### src/rtl/dtpc_pkg.sv
// shared types and constants of the depth to point cloud block
package dtpc_pkg;

    // configuration register widths and port sizes
    localparam int CENTER_W   = 14;
    localparam int INV_W      = 25;
    localparam int DIM_W      = 10;
    localparam int CFG_DATA_W = 25;
    localparam int CFG_IDX_W  = 3;

    // payload widths
    localparam int DEPTH_W   = 16;
    localparam int COLOR_W   = 32;
    localparam int COORD_W   = 32;
    localparam int Z_W       = 23;
    localparam int PIX_IDX_W = 18;

    // register indexes of the configuration port
    localparam logic [CFG_IDX_W-1:0] REG_CENTER_X     = 3'd0;
    localparam logic [CFG_IDX_W-1:0] REG_CENTER_Y     = 3'd1;
    localparam logic [CFG_IDX_W-1:0] REG_INV_FOCAL_X  = 3'd2;
    localparam logic [CFG_IDX_W-1:0] REG_INV_FOCAL_Y  = 3'd3;
    localparam logic [CFG_IDX_W-1:0] REG_FRAME_WIDTH  = 3'd4;
    localparam logic [CFG_IDX_W-1:0] REG_FRAME_HEIGHT = 3'd5;

    // reset values of the registers
    localparam logic [CENTER_W-1:0] CENTER_X_RST     = 14'd4096;
    localparam logic [CENTER_W-1:0] CENTER_Y_RST     = 14'd3392;
    localparam logic [INV_W-1:0]    INV_FOCAL_X_RST  = 25'd45965;
    localparam logic [INV_W-1:0]    INV_FOCAL_Y_RST  = 25'd45965;
    localparam logic [DIM_W-1:0]    FRAME_WIDTH_RST  = 10'd512;
    localparam logic [DIM_W-1:0]    FRAME_HEIGHT_RST = 10'd424;

    // shared multiplier operand widths
    localparam int MUL_A_W = 30;
    localparam int MUL_B_W = 25;
    localparam int PROD_W  = MUL_A_W + MUL_B_W;

    // z = floor(mm * 65536 / 1000) = (mm * ceil(2^36 / 125)) >> 23
    localparam logic [MUL_A_W-1:0] Z_RECIP = 30'd549755814;
    localparam int Z_SHIFT = 23;

    // split point of the projection product before it meets z
    localparam int P_LO_W = 20;

    // rounding of the 2^-28 scaled magnitude
    localparam int ROUND_SHIFT = 28;
    localparam logic [ROUND_SHIFT-1:0] ROUND_BIAS = 28'h8000000;

    localparam logic [COORD_W-1:0] POS_LIMIT = 32'h7FFF_FFFF;
    localparam logic [COORD_W-1:0] NEG_LIMIT = 32'h8000_0000;

    typedef enum logic [1:0] {
        MUL_Z,
        MUL_P,
        MUL_LO,
        MUL_HI
    } t_mul_sel;

    typedef struct packed {
        logic     capture;
        t_mul_sel mul_sel;
        logic     axis;       // 0 x, 1 y
        logic     ld_z;
        logic     ld_p;
        logic     acc_init;
        logic     acc_add;
        logic     ld_res;
    } t_cmd;

    typedef struct packed {
        logic pix_valid;
    } t_status;

endpackage

### src/rtl/depth_to_point_cloud.sv
// top level: configuration registers, sequencer and datapath of the depth back-projector
//
//  channel  direction  handshake                  payload
//  input    in         i_in_valid / o_in_stall    depth_mm, depth_is_number, color_word,
//                                                 frame_start
//  output   out        o_out_valid / i_out_stall  point_x, point_y, point_z, color_out,
//                                                 point_written, pixel_index
//  config   in         i_cfg_we                   i_cfg_idx, i_cfg_data
//
//  for a valid pixel all seven products (z scale, two offset times inverse focal, four
//  partial products with z) go through one 30x25 multiplier in turn
//  an invalid pixel (not a number, or depth of 1 mm or less) skips the multiplies
//  one request in flight; o_in_stall stays high until its result is taken
//  a stalled result holds its payload; synchronous active-low reset clears the
//  sequencer, the pixel position and the registers to their defaults
module depth_to_point_cloud #(
    parameter int MAX_WIDTH  = 512,
    parameter int MAX_HEIGHT = 512
) (
    input  logic                                 i_clk,
    input  logic                                 i_rst_n,
    // configuration write port
    input  logic                                 i_cfg_we,
    input  logic [dtpc_pkg::CFG_IDX_W-1:0]       i_cfg_idx,
    input  logic [dtpc_pkg::CFG_DATA_W-1:0]      i_cfg_data,
    // pixel requests
    input  logic                                 i_in_valid,
    output logic                                 o_in_stall,
    input  logic [dtpc_pkg::DEPTH_W-1:0]         i_depth_mm,
    input  logic                                 i_depth_is_number,
    input  logic [dtpc_pkg::COLOR_W-1:0]         i_color_word,
    input  logic                                 i_frame_start,
    // point results
    output logic                                 o_out_valid,
    input  logic                                 i_out_stall,
    output logic signed [dtpc_pkg::COORD_W-1:0]  o_point_x,
    output logic signed [dtpc_pkg::COORD_W-1:0]  o_point_y,
    output logic [dtpc_pkg::Z_W-1:0]             o_point_z,
    output logic [dtpc_pkg::COLOR_W-1:0]         o_color_out,
    output logic                                 o_point_written,
    output logic [dtpc_pkg::PIX_IDX_W-1:0]       o_pixel_index
);
    import dtpc_pkg::*;

    // camera intrinsics and frame geometry
    logic [CENTER_W-1:0] r_center_x;
    logic [CENTER_W-1:0] r_center_y;
    logic [INV_W-1:0]    r_inv_focal_x;
    logic [INV_W-1:0]    r_inv_focal_y;
    logic [DIM_W-1:0]    r_frame_width;
    logic [DIM_W-1:0]    r_frame_height;

    t_cmd    cmd;
    t_status status;

    logic [COORD_W-1:0] point_x;
    logic [COORD_W-1:0] point_y;

    // register writes; indexes past the last register are dropped
    always_ff @(posedge i_clk) begin
        if (!i_rst_n) begin
            r_center_x     <= CENTER_X_RST;
            r_center_y     <= CENTER_Y_RST;
            r_inv_focal_x  <= INV_FOCAL_X_RST;
            r_inv_focal_y  <= INV_FOCAL_Y_RST;
            r_frame_width  <= FRAME_WIDTH_RST;
            r_frame_height <= FRAME_HEIGHT_RST;
        end else if (i_cfg_we) begin
            case (i_cfg_idx)
                REG_CENTER_X:     r_center_x     <= i_cfg_data[CENTER_W-1:0];
                REG_CENTER_Y:     r_center_y     <= i_cfg_data[CENTER_W-1:0];
                REG_INV_FOCAL_X:  r_inv_focal_x  <= i_cfg_data[INV_W-1:0];
                REG_INV_FOCAL_Y:  r_inv_focal_y  <= i_cfg_data[INV_W-1:0];
                REG_FRAME_WIDTH:  r_frame_width  <= i_cfg_data[DIM_W-1:0];
                REG_FRAME_HEIGHT: r_frame_height <= i_cfg_data[DIM_W-1:0];
                default: begin
                end
            endcase
        end
    end

    // sequencer: handshakes and per-cycle datapath commands
    dtpc_ctrl u_ctrl (
        .i_clk       (i_clk),
        .i_rst_n     (i_rst_n),
        .i_in_valid  (i_in_valid),
        .i_out_stall (i_out_stall),
        .i_status    (status),
        .o_cmd       (cmd),
        .o_in_stall  (o_in_stall),
        .o_out_valid (o_out_valid)
    );

    // position tracking, arithmetic and result holding
    dtpc_dpath #(
        .MAX_WIDTH  (MAX_WIDTH),
        .MAX_HEIGHT (MAX_HEIGHT)
    ) u_dpath (
        .i_clk             (i_clk),
        .i_rst_n           (i_rst_n),
        .i_cmd             (cmd),
        .o_status          (status),
        .i_center_x        (r_center_x),
        .i_center_y        (r_center_y),
        .i_inv_focal_x     (r_inv_focal_x),
        .i_inv_focal_y     (r_inv_focal_y),
        .i_frame_width     (r_frame_width),
        .i_frame_height    (r_frame_height),
        .i_depth_mm        (i_depth_mm),
        .i_depth_is_number (i_depth_is_number),
        .i_color_word      (i_color_word),
        .i_frame_start     (i_frame_start),
        .o_point_x         (point_x),
        .o_point_y         (point_y),
        .o_point_z         (o_point_z),
        .o_color_out       (o_color_out),
        .o_point_written   (o_point_written),
        .o_pixel_index     (o_pixel_index)
    );

    // coordinates leave as two's complement
    assign o_point_x = signed'(point_x);
    assign o_point_y = signed'(point_y);

endmodule

### src/rtl/dtpc_ctrl.sv
// sequencer that steps the shared multiplier through one pixel
module dtpc_ctrl (
    input  logic             i_clk,
    input  logic             i_rst_n,
    input  logic             i_in_valid,
    input  logic             i_out_stall,
    input  dtpc_pkg::t_status i_status,
    output dtpc_pkg::t_cmd   o_cmd,
    output logic             o_in_stall,
    output logic             o_out_valid
);
    import dtpc_pkg::*;

    typedef enum logic [3:0] {
        S_IDLE,
        S_MZ,
        S_MP,
        S_LDP,
        S_LO,
        S_ACCLO,
        S_ACCHI,
        S_FIN,
        S_OUT
    } t_state;

    t_state r_state;
    logic   r_axis;
    logic   r_in_stall;
    logic   r_out_valid;

    always_comb begin
        o_cmd          = '0;
        o_cmd.mul_sel  = MUL_Z;
        o_cmd.axis     = r_axis;
        case (r_state)
            S_IDLE: begin
                o_cmd.capture = i_in_valid;
            end
            S_MZ: begin
                o_cmd.mul_sel = MUL_Z;
            end
            S_MP: begin
                o_cmd.mul_sel = MUL_P;
                o_cmd.ld_z    = !r_axis;
            end
            S_LDP: begin
                o_cmd.ld_p = 1'b1;
            end
            S_LO: begin
                o_cmd.mul_sel = MUL_LO;
            end
            S_ACCLO: begin
                o_cmd.acc_init = 1'b1;
                o_cmd.mul_sel  = MUL_HI;
            end
            S_ACCHI: begin
                o_cmd.acc_add = 1'b1;
            end
            S_FIN: begin
                o_cmd.ld_res = 1'b1;
            end
            default: begin
            end
        endcase
    end

    always_ff @(posedge i_clk) begin
        if (!i_rst_n) begin
            r_state     <= S_IDLE;
            r_axis      <= 1'b0;
            r_in_stall  <= 1'b0;
            r_out_valid <= 1'b0;
        end else begin
            case (r_state)
                S_IDLE: begin
                    if (i_in_valid) begin
                        r_state    <= S_MZ;
                        r_axis     <= 1'b0;
                        r_in_stall <= 1'b1;
                    end
                end
                S_MZ: begin
                    if (i_status.pix_valid) begin
                        r_state <= S_MP;
                    end else begin
                        r_state     <= S_OUT;
                        r_out_valid <= 1'b1;
                    end
                end
                S_MP:    r_state <= S_LDP;
                S_LDP:   r_state <= S_LO;
                S_LO:    r_state <= S_ACCLO;
                S_ACCLO: r_state <= S_ACCHI;
                S_ACCHI: r_state <= S_FIN;
                S_FIN: begin
                    if (!r_axis) begin
                        r_axis  <= 1'b1;
                        r_state <= S_MP;
                    end else begin
                        r_state     <= S_OUT;
                        r_out_valid <= 1'b1;
                    end
                end
                S_OUT: begin
                    if (!i_out_stall) begin
                        r_state     <= S_IDLE;
                        r_out_valid <= 1'b0;
                        r_in_stall  <= 1'b0;
                    end
                end
                default: begin
                    r_state     <= S_IDLE;
                    r_out_valid <= 1'b0;
                    r_in_stall  <= 1'b0;
                end
            endcase
        end
    end

    assign o_in_stall  = r_in_stall;
    assign o_out_valid = r_out_valid;

endmodule

### src/rtl/dtpc_dpath.sv
// position counters, shared multiplier, accumulator and result registers
module dtpc_dpath #(
    parameter int MAX_WIDTH  = 512,
    parameter int MAX_HEIGHT = 512
) (
    input  logic                              i_clk,
    input  logic                              i_rst_n,
    input  dtpc_pkg::t_cmd                    i_cmd,
    output dtpc_pkg::t_status                 o_status,
    input  logic [dtpc_pkg::CENTER_W-1:0]     i_center_x,
    input  logic [dtpc_pkg::CENTER_W-1:0]     i_center_y,
    input  logic [dtpc_pkg::INV_W-1:0]        i_inv_focal_x,
    input  logic [dtpc_pkg::INV_W-1:0]        i_inv_focal_y,
    input  logic [dtpc_pkg::DIM_W-1:0]        i_frame_width,
    input  logic [dtpc_pkg::DIM_W-1:0]        i_frame_height,
    input  logic [dtpc_pkg::DEPTH_W-1:0]      i_depth_mm,
    input  logic                              i_depth_is_number,
    input  logic [dtpc_pkg::COLOR_W-1:0]      i_color_word,
    input  logic                              i_frame_start,
    output logic [dtpc_pkg::COORD_W-1:0]      o_point_x,
    output logic [dtpc_pkg::COORD_W-1:0]      o_point_y,
    output logic [dtpc_pkg::Z_W-1:0]          o_point_z,
    output logic [dtpc_pkg::COLOR_W-1:0]      o_color_out,
    output logic                              o_point_written,
    output logic [dtpc_pkg::PIX_IDX_W-1:0]    o_pixel_index
);
    import dtpc_pkg::*;

    localparam int CW  = (MAX_WIDTH > 1) ? $clog2(MAX_WIDTH) : 1;
    localparam int RW  = (MAX_HEIGHT > 1) ? $clog2(MAX_HEIGHT) : 1;
    localparam int WW  = $clog2(MAX_WIDTH + 1);
    localparam int HW  = $clog2(MAX_HEIGHT + 1);
    localparam int EWW = (WW > DIM_W) ? WW : DIM_W;
    localparam int EHW = (HW > DIM_W) ? HW : DIM_W;
    localparam int IW  = (RW + WW + 1 > PIX_IDX_W) ? RW + WW + 1 : PIX_IDX_W;
    localparam int AXW = CW + 4;
    localparam int AYW = RW + 4;
    localparam int DW0 = (AXW > CENTER_W) ? AXW : CENTER_W;
    localparam int DW1 = (AYW > CENTER_W) ? AYW : CENTER_W;
    localparam int DW  = (DW0 > DW1) ? DW0 : DW1;
    localparam int PW  = DW + INV_W;
    localparam int AW  = PW + Z_W;
    localparam int MW  = AW + 1 - ROUND_SHIFT;

    // position counters
    logic [CW-1:0] r_col;
    logic [RW-1:0] r_row;

    // per-pixel working registers
    logic [DEPTH_W-1:0] r_depth;
    logic [DW-1:0]      r_adx;
    logic [DW-1:0]      r_ady;
    logic               r_neg_x;
    logic               r_neg_y;
    logic [PROD_W-1:0]  r_prod;
    logic [PW-1:0]      r_p;
    logic [AW-1:0]      r_acc;

    // result registers
    logic [COORD_W-1:0]   r_x;
    logic [COORD_W-1:0]   r_y;
    logic [Z_W-1:0]       r_z;
    logic [COLOR_W-1:0]   r_color;
    logic                 r_written;
    logic [PIX_IDX_W-1:0] r_index;

    logic [WW-1:0]      w_eff;
    logic [HW-1:0]      h_eff;
    logic [EWW-1:0]     fw_ext;
    logic [EHW-1:0]     fh_ext;
    logic [CW-1:0]      col_cur;
    logic [RW-1:0]      row_cur;
    logic [WW-1:0]      col_inc;
    logic [HW-1:0]      row_inc;
    logic [IW-1:0]      idx_full;
    logic [DW-1:0]      pos_x;
    logic [DW-1:0]      pos_y;
    logic [DW-1:0]      cen_x;
    logic [DW-1:0]      cen_y;
    logic               pix_ok;
    logic [MUL_A_W-1:0] mul_a;
    logic [MUL_B_W-1:0] mul_b;
    logic [AW:0]        rnd;
    logic [MW-1:0]      mag;
    logic               neg;
    logic [COORD_W-1:0] res;

    // frame size clamp: zero acts as one, oversize acts as the maximum
    always_comb begin
        fw_ext = EWW'(i_frame_width);
        fh_ext = EHW'(i_frame_height);
        if (fw_ext == '0) begin
            w_eff = WW'(1);
        end else if (fw_ext > EWW'(MAX_WIDTH)) begin
            w_eff = WW'(MAX_WIDTH);
        end else begin
            w_eff = WW'(fw_ext);
        end
        if (fh_ext == '0) begin
            h_eff = HW'(1);
        end else if (fh_ext > EHW'(MAX_HEIGHT)) begin
            h_eff = HW'(MAX_HEIGHT);
        end else begin
            h_eff = HW'(fh_ext);
        end
    end

    always_comb begin
        col_cur = (i_frame_start || WW'(r_col) >= w_eff) ? '0 : r_col;
        row_cur = (i_frame_start || HW'(r_row) >= h_eff) ? '0 : r_row;
        col_inc = WW'(col_cur) + WW'(1);
        row_inc = HW'(row_cur) + HW'(1);
        idx_full = IW'(row_cur) * IW'(w_eff) + IW'(col_cur);
        // pixel center in 1/16 pixel
        pos_x = DW'({col_cur, 4'b1000});
        pos_y = DW'({row_cur, 4'b1000});
        cen_x = DW'(i_center_x);
        cen_y = DW'(i_center_y);
        pix_ok = i_depth_is_number && (i_depth_mm > DEPTH_W'(1));
    end

    always_ff @(posedge i_clk) begin
        if (!i_rst_n) begin
            r_col <= '0;
            r_row <= '0;
        end else if (i_cmd.capture) begin
            if (col_inc >= w_eff) begin
                r_col <= '0;
                r_row <= (row_inc >= h_eff) ? '0 : RW'(row_inc);
            end else begin
                r_col <= CW'(col_inc);
                r_row <= row_cur;
            end
        end
    end

    // shared multiplier operand select
    always_comb begin
        case (i_cmd.mul_sel)
            MUL_Z: begin
                mul_a = Z_RECIP;
                mul_b = MUL_B_W'(r_depth);
            end
            MUL_P: begin
                mul_a = i_cmd.axis ? MUL_A_W'(r_ady) : MUL_A_W'(r_adx);
                mul_b = i_cmd.axis ? MUL_B_W'(i_inv_focal_y) : MUL_B_W'(i_inv_focal_x);
            end
            MUL_LO: begin
                mul_a = MUL_A_W'(r_p[P_LO_W-1:0]);
                mul_b = MUL_B_W'(r_z);
            end
            MUL_HI: begin
                mul_a = MUL_A_W'(r_p[PW-1:P_LO_W]);
                mul_b = MUL_B_W'(r_z);
            end
            default: begin
                mul_a = '0;
                mul_b = '0;
            end
        endcase
    end

    // round half away from zero on the magnitude, then saturate
    always_comb begin
        rnd = (AW+1)'(r_acc) + (AW+1)'(ROUND_BIAS);
        mag = rnd[AW:ROUND_SHIFT];
        neg = i_cmd.axis ? r_neg_y : r_neg_x;
        if (neg) begin
            res = (mag > MW'(NEG_LIMIT)) ? NEG_LIMIT : COORD_W'(0) - mag[COORD_W-1:0];
        end else begin
            res = (mag > MW'(POS_LIMIT)) ? POS_LIMIT : mag[COORD_W-1:0];
        end
    end

    always_ff @(posedge i_clk) begin
        r_prod <= PROD_W'(mul_a) * PROD_W'(mul_b);
        if (i_cmd.capture) begin
            r_depth   <= i_depth_mm;
            r_written <= pix_ok;
            r_color   <= pix_ok ? i_color_word : '0;
            r_index   <= idx_full[PIX_IDX_W-1:0];
            r_x       <= '0;
            r_y       <= '0;
            r_z       <= '0;
            r_adx     <= (pos_x >= cen_x) ? pos_x - cen_x : cen_x - pos_x;
            r_ady     <= (pos_y >= cen_y) ? pos_y - cen_y : cen_y - pos_y;
            // x points the other way from the column offset
            r_neg_x   <= (pos_x >= cen_x);
            r_neg_y   <= (pos_y < cen_y);
        end
        if (i_cmd.ld_z) begin
            r_z <= r_prod[Z_SHIFT+Z_W-1:Z_SHIFT];
        end
        if (i_cmd.ld_p) begin
            r_p <= r_prod[PW-1:0];
        end
        if (i_cmd.acc_init) begin
            r_acc <= AW'(r_prod);
        end else if (i_cmd.acc_add) begin
            r_acc <= r_acc + (AW'(r_prod) << P_LO_W);
        end
        if (i_cmd.ld_res) begin
            if (i_cmd.axis) begin
                r_y <= res;
            end else begin
                r_x <= res;
            end
        end
    end

    assign o_status.pix_valid = r_written;
    assign o_point_x       = r_x;
    assign o_point_y       = r_y;
    assign o_point_z       = r_z;
    assign o_color_out     = r_color;
    assign o_point_written = r_written;
    assign o_pixel_index   = r_index;

endmodule

### config.mk
export PLATFORM = sky130hd
export DESIGN_NAME = depth_to_point_cloud
export DESIGN_NICKNAME = d
export VERILOG_FILES = /design/src/rtl/dtpc_pkg.sv /design/src/rtl/depth_to_point_cloud.sv /design/src/rtl/dtpc_ctrl.sv /design/src/rtl/dtpc_dpath.sv
export SDC_FILE = /design/constraint.sdc
export NUM_CORES = 2
export LEC_CHECK = 0
export BUFFER_PORTS_ARGS = -buffer_cell sky130_fd_sc_hd__buf_2
export CORE_ASPECT_RATIO = 0.6
export CORE_MARGIN = 2
export CORE_UTILIZATION = 58
export CTS_CLUSTER_SIZE = 10
export DETAILED_ROUTE_END_ITERATION = 10
export PLACE_DENSITY = 0.9
export SETUP_SLACK_MARGIN = 0.15
export SYNTH_ARGS = -nofsm -noshare
export SYNTH_HDL_FRONTEND = slang
export SYNTH_HIERARCHICAL = 1
export SYNTH_SLANG_ARGS = --single-unit
### constraint.sdc
create_clock -name i_clk -period 8.5 [get_ports i_clk]
set_input_delay 0.85 -clock i_clk [delete_from_list [all_inputs] [get_ports i_clk]]
set_output_delay 0.85 -clock i_clk [all_outputs]
set_load 0.05 [all_outputs]
# Word-level counts from Yosys, hierarchy flattened
# Index checks and enable logic that the tools add are counted.
# totals
input_bits	83
out_inout_bits	140
register_bits	463
wordCells	147
# op_classes
n_bitwise	2
n_mux	49
multipliers	2
eq_ne	20
order_cmp	12
n_reduce_logical	25
addsub	10
# ops
operator	count
$mux W32	9
$pmux W30 S4	1
$mux W55	2
$pmux W25 S3	1
$add A62 B28 Y63 const B	1
$add A62 B62 Y62	1
$mul A30 B25 Y55	1
$mux W23	2
$mux W9	5
$mux W14	3
$mux W10	4
$pmux W4 S9	1
$gt A35 B31 Y1 const B	1
$gt A35 B32 Y1 const B	1
$sub A1 B32 Y32 const A	1
$ge A13 B14 Y1	2
$sub A13 B14 Y14	2
$sub A14 B13 Y14	2
$mux W25	1
$add A9 B1 Y10 const B	2
$ge A10 B10 Y1	2
$ge A9 B10 Y1	2
$gt A10 B10 Y1 const B	2
$logic_not A10 Y1	2
other kinds (35)	69

# Logic depth before layout (Yosys ltp)
# depth
depth_word	10
depth_mapped	37
mapped_depth_nobuf	33

# Cells and area by module
# The synthesis kept the hierarchy.
# by_module_without_submodules
mod	instances	cells_each	area_per_inst_um2	seq_area_each_um2
dtpc_dpath	1	4527	41070.6	8708.4
depth_to_point_cloud	1	364	3758.6	1961.9
dtpc_ctrl	1	57	445.4	140.1

# Worst setup path before layout
# No wires, ideal clock.
# synth_path
path_type	register -> register
from	register u_ctrl.r_state[2]
to	register u_dpath.r_prod[46]
path_buffers	4
stages_incl_launch_ff	32
arrival_ps	8635
setup_time_ps	118
slack_ps	-253
synth_period_minus_slack_ps	8753
required_time_ps	8382
path_cell_list	dfxtp_1 > buf_2 > nand2_1 > nor2_1 > a21oi_1 > nor2_1 > buf_1 > clkbuf_1 > mux2i_1 > a22oi_1 > clkbuf_1 > nand2_1 > fa_1 > inv_1 > fa_1 > fa_1 > fa_1 > fa_1 > fa_1 > inv_1 > fa_1 > inv_1 > ha_1 > a21oi_1 > o21ai_0 > a2111o_1 > o31ai_1 > o221ai_1 > a31o_2 > a31o_2 > nor2_1 > xnor2_1
# synth_rtl
item	line_no	source
start: declaration	dtpc_ctrl.sv:26	t_state r_state;
start signal: assignment	dtpc_ctrl.sv:69	r_state <= S_IDLE;
start signal: assignment	dtpc_ctrl.sv:77	r_state <= S_MZ;
start signal: assignment	dtpc_ctrl.sv:84	r_state <= S_MP;
end signal: assignment	dtpc_dpath.sv:176	r_prod <= PROD_W'(mul_a) * PROD_W'(mul_b);
end: declaration	dtpc_dpath.sv:55	logic [PROD_W-1:0] r_prod;

==> flow_summary.yaml <==
synthesis:
  synth_cells: 4948
  synth_top_area_cell: "fa_1"
  yosysTopAreaCellShare_pct: 23.6
  asyncSetResetFlopFracSynth_pct: 0
  synth_edf_count: 194
  synth_area_per_cell_sq_um: 9.15
  synth_seq_cells: 443
  synthFlopType: "dfxtp_1"
  ys_seq_area_share_pct: 23.9
  synth_cell_types: 100
  synth_area_leaders: "fa_1 24%, edfxtp_1 13%, dfxtp_1 11%"
  synth_area_sq_mm: 0.0453
  yosysWarningCount: 6
placed_design:
  hpwlAfterDp_microns: 123000
  placed_area_sq_mm: 0.0493
  gp_congestion: 1.09
  place_ws_ns: -0.102
  port_buffers: 222
clock_tree:
  clkTransAtPathRegs_ns: 0.06
  cts_root_buffer: "clkbuf_16"
  cts_sinks: 443
  cts_buffer_depth: 3
  clock_latency_ns: 0.61
  postCtsHoldBufs: 0
  cts_max_level: 2
  cts_buffers: 50
  tritoncts: "yes"
route:
  wire_per_inst_microns: 24.0
  avgViaCountPerCell: 6.02
  wirelength_microns: 155000
  drcViolationCount: 0
  postRouteAntennaNets: 0
  drtIter0Drc: 4996
  via_count: 39000
  detail_route.first_pass.iterations: 7
timing:
  timing.final.crit_share_pct: 97.0
  layout_setup_ws_ns: 0.253
  period_minus_slack_ns: 8.25
  tightest_slew_ns: 1.08
  skew_ns: 0.0214
  fmax_mhz: 121
  rsz0062_at_grt: "yes"
  maxSlewViolCount: 0
  report.final.hold_viol_count: 0
  relSlewSlack_pct: 28.3
  setup_viol: 0
global_route:
  grt.total_usage_pct: 37.8
  grt_max_degree: 88
  overflow: 0
  grt_pass1_wl_microns: 227000
  grt_pass1_vias: 37200
  antenna_found_initial: 7
setup_path:
  cp-end-kind: "flop"
  ff2ff_setup_slack_ns: 0.25
  worst_path_max_delay_cell: "fa_1"
  start_kind: "flop"
  crit_fanout: 9
  path_common_cell: "fa_1"
  worstSetupPathType: "reg2reg"
  crit_required_ns: 8.98
  max_stage_delay_ns: 0.60
  arrival_ns: 8.73
die:
  rows: 79
  die_area_sq_mm: 0.0804
  initial_core_util_pct: 58.5
  die_w_microns: 365
  ios: 223
  coreArea_sq_mm: 0.0774
  die_y_microns: 220
worst_hold_path:
  hp-class: "reg2reg"
final_layout:
  area_growth_pct: 14.8
  fin_area_sq_mm: 0.0520
  final_common_cell: "inv_1"
  layout.nets: 6385
  layout_common_cells: "731 x inv_1, 677 x nand2_1, 528 x fa_1"
  layout-drive-gt1-share_pct: 14.1
  fillCellCount: 5979
flow_run:
  drv_cap: 0
status:
  status: "finished clean"
[area by class of cell]
type	count	area, sq um	area share (%)
clock inverters	1	16.3	0.0313
multi-input cells	3601	31500	60.7
flip-flops and latches	443	10800	20.8
repair buffers	547	4090	7.86
well taps	1053	1320	2.54
diodes	9	22.5	0.0433
clock buffers	84	1400	2.69
inverters	740	2780	5.35
[repair_timing]
| action | CTS | global route |
|---|---|---|
| endpoints found under the setup margin | 13 | 24 |
| pin swaps | 5 | 31 |
| gates resized for setup | 31 | 141 |
| setup buffers | 9 | 44 |
| gates cloned | 1 | 5 |
[stage by stage]
stage | util, % | cells | setup TNS (ns) | hold WS, ns
2_1_floorplan | - | 4984 | 0 | 0.415
3_3_place_gp | 63.7 | 6325 | 0 | 0.422
3_5_place_dp | 63.7 | 6325 | -0.194 | 0.428
4_1_cts | 65.8 | 6420 | 0 | 0.421
5_1_grt | 67.1 | 6470 | 0 | 0.423
6_report | 67.2 | 6478 | 0 | 0.436
[logic make-up after synthesis]
logic type,synth area share [%]
AND/OR/NAND/NOR,16.3
buffers and inverters,8.03
adder cells (fa/ha/maj),34.2
AO/OA/AOI/OAI,10.2
flip-flops,23.9
multiplexers,4.05
XOR/XNOR,3.33
other,0.0166
[path summary, 6_finish.rpt]
| path | startpoint | to | cells after the start |
|---|---|---|---|
| max | u_ctrl/r_state[2] | u_dpath/r_prod[46] | 32 |
| min | u_dpath/r_prod[3] | u_dpath/r_p[3] | 0 |
| max reg2reg | u_ctrl/r_state[2] | u_dpath/r_prod[46] | 32 |
| min reg2reg | u_dpath/r_prod[3] | u_dpath/r_p[3] | 0 |
[sequential cells by signal (all words and copies together) (netlist names), 4 cells and up]
register and cells:
u_dpath/r_row 9, u_dpath/r_col 9, u_dpath/o_point_z 23, u_dpath/r_prod 55
r_inv_focal_y 25, u_dpath/r_adx 14, u_dpath/r_depth 16, u_ctrl/r_state 4
r_center_x 14, r_inv_focal_x 25, u_dpath/o_point_x 32, u_dpath/r_ady 14
r_center_y 14, u_dpath/o_pixel_index 18, u_dpath/o_point_y 32, u_dpath/r_p 39
u_dpath/r_acc 42, r_frame_height 10, r_frame_width 10, u_dpath/o_color_out 32
[synth_stat cells (all sizes together) (51+ instances only)]
| cell | instances |
|---|---|
| clkbuf | 149 |
| xor2 | 57 |
| a21o | 81 |
| edfxtp | 194 |
| nor2 | 352 |
| and2 | 131 |
| nor2b | 69 |
| a21oi | 158 |
| inv | 733 |
| xnor2 | 115 |
| fa | 533 |
| ha | 386 |
| dfxtp | 249 |
| buf | 51 |
| nand2 | 686 |
| o21ai | 191 |
| nand3 | 94 |
| mux2i | 164 |
[routing by layer]
metal	vias to the layer above	wire [microns]	track usage [%]
li1	17000	-	-
met1	18900	63600	55.0
met2	2788	58300	49.5
met3	337	29200	19.0
met4	8	4100	8.40
met5	-	66	0
[worst max-delay path: cells and delay by family, from the launching register on]
family,cells,cell delay (ns)
XOR/XNOR,1,0.07
multiplexers,1,0.32
flip-flops,1,0.36
AND/OR/NAND/NOR,7,0.98
AO/OA/AOI/OAI,7,1.73
buffers and inverters,8,0.97
adder cells (fa/ha/maj),8,3.68
Power is left out: the tool's default activity adds up to more than one toggle a clock period on the data nets, which glitch-free logic cannot reach.
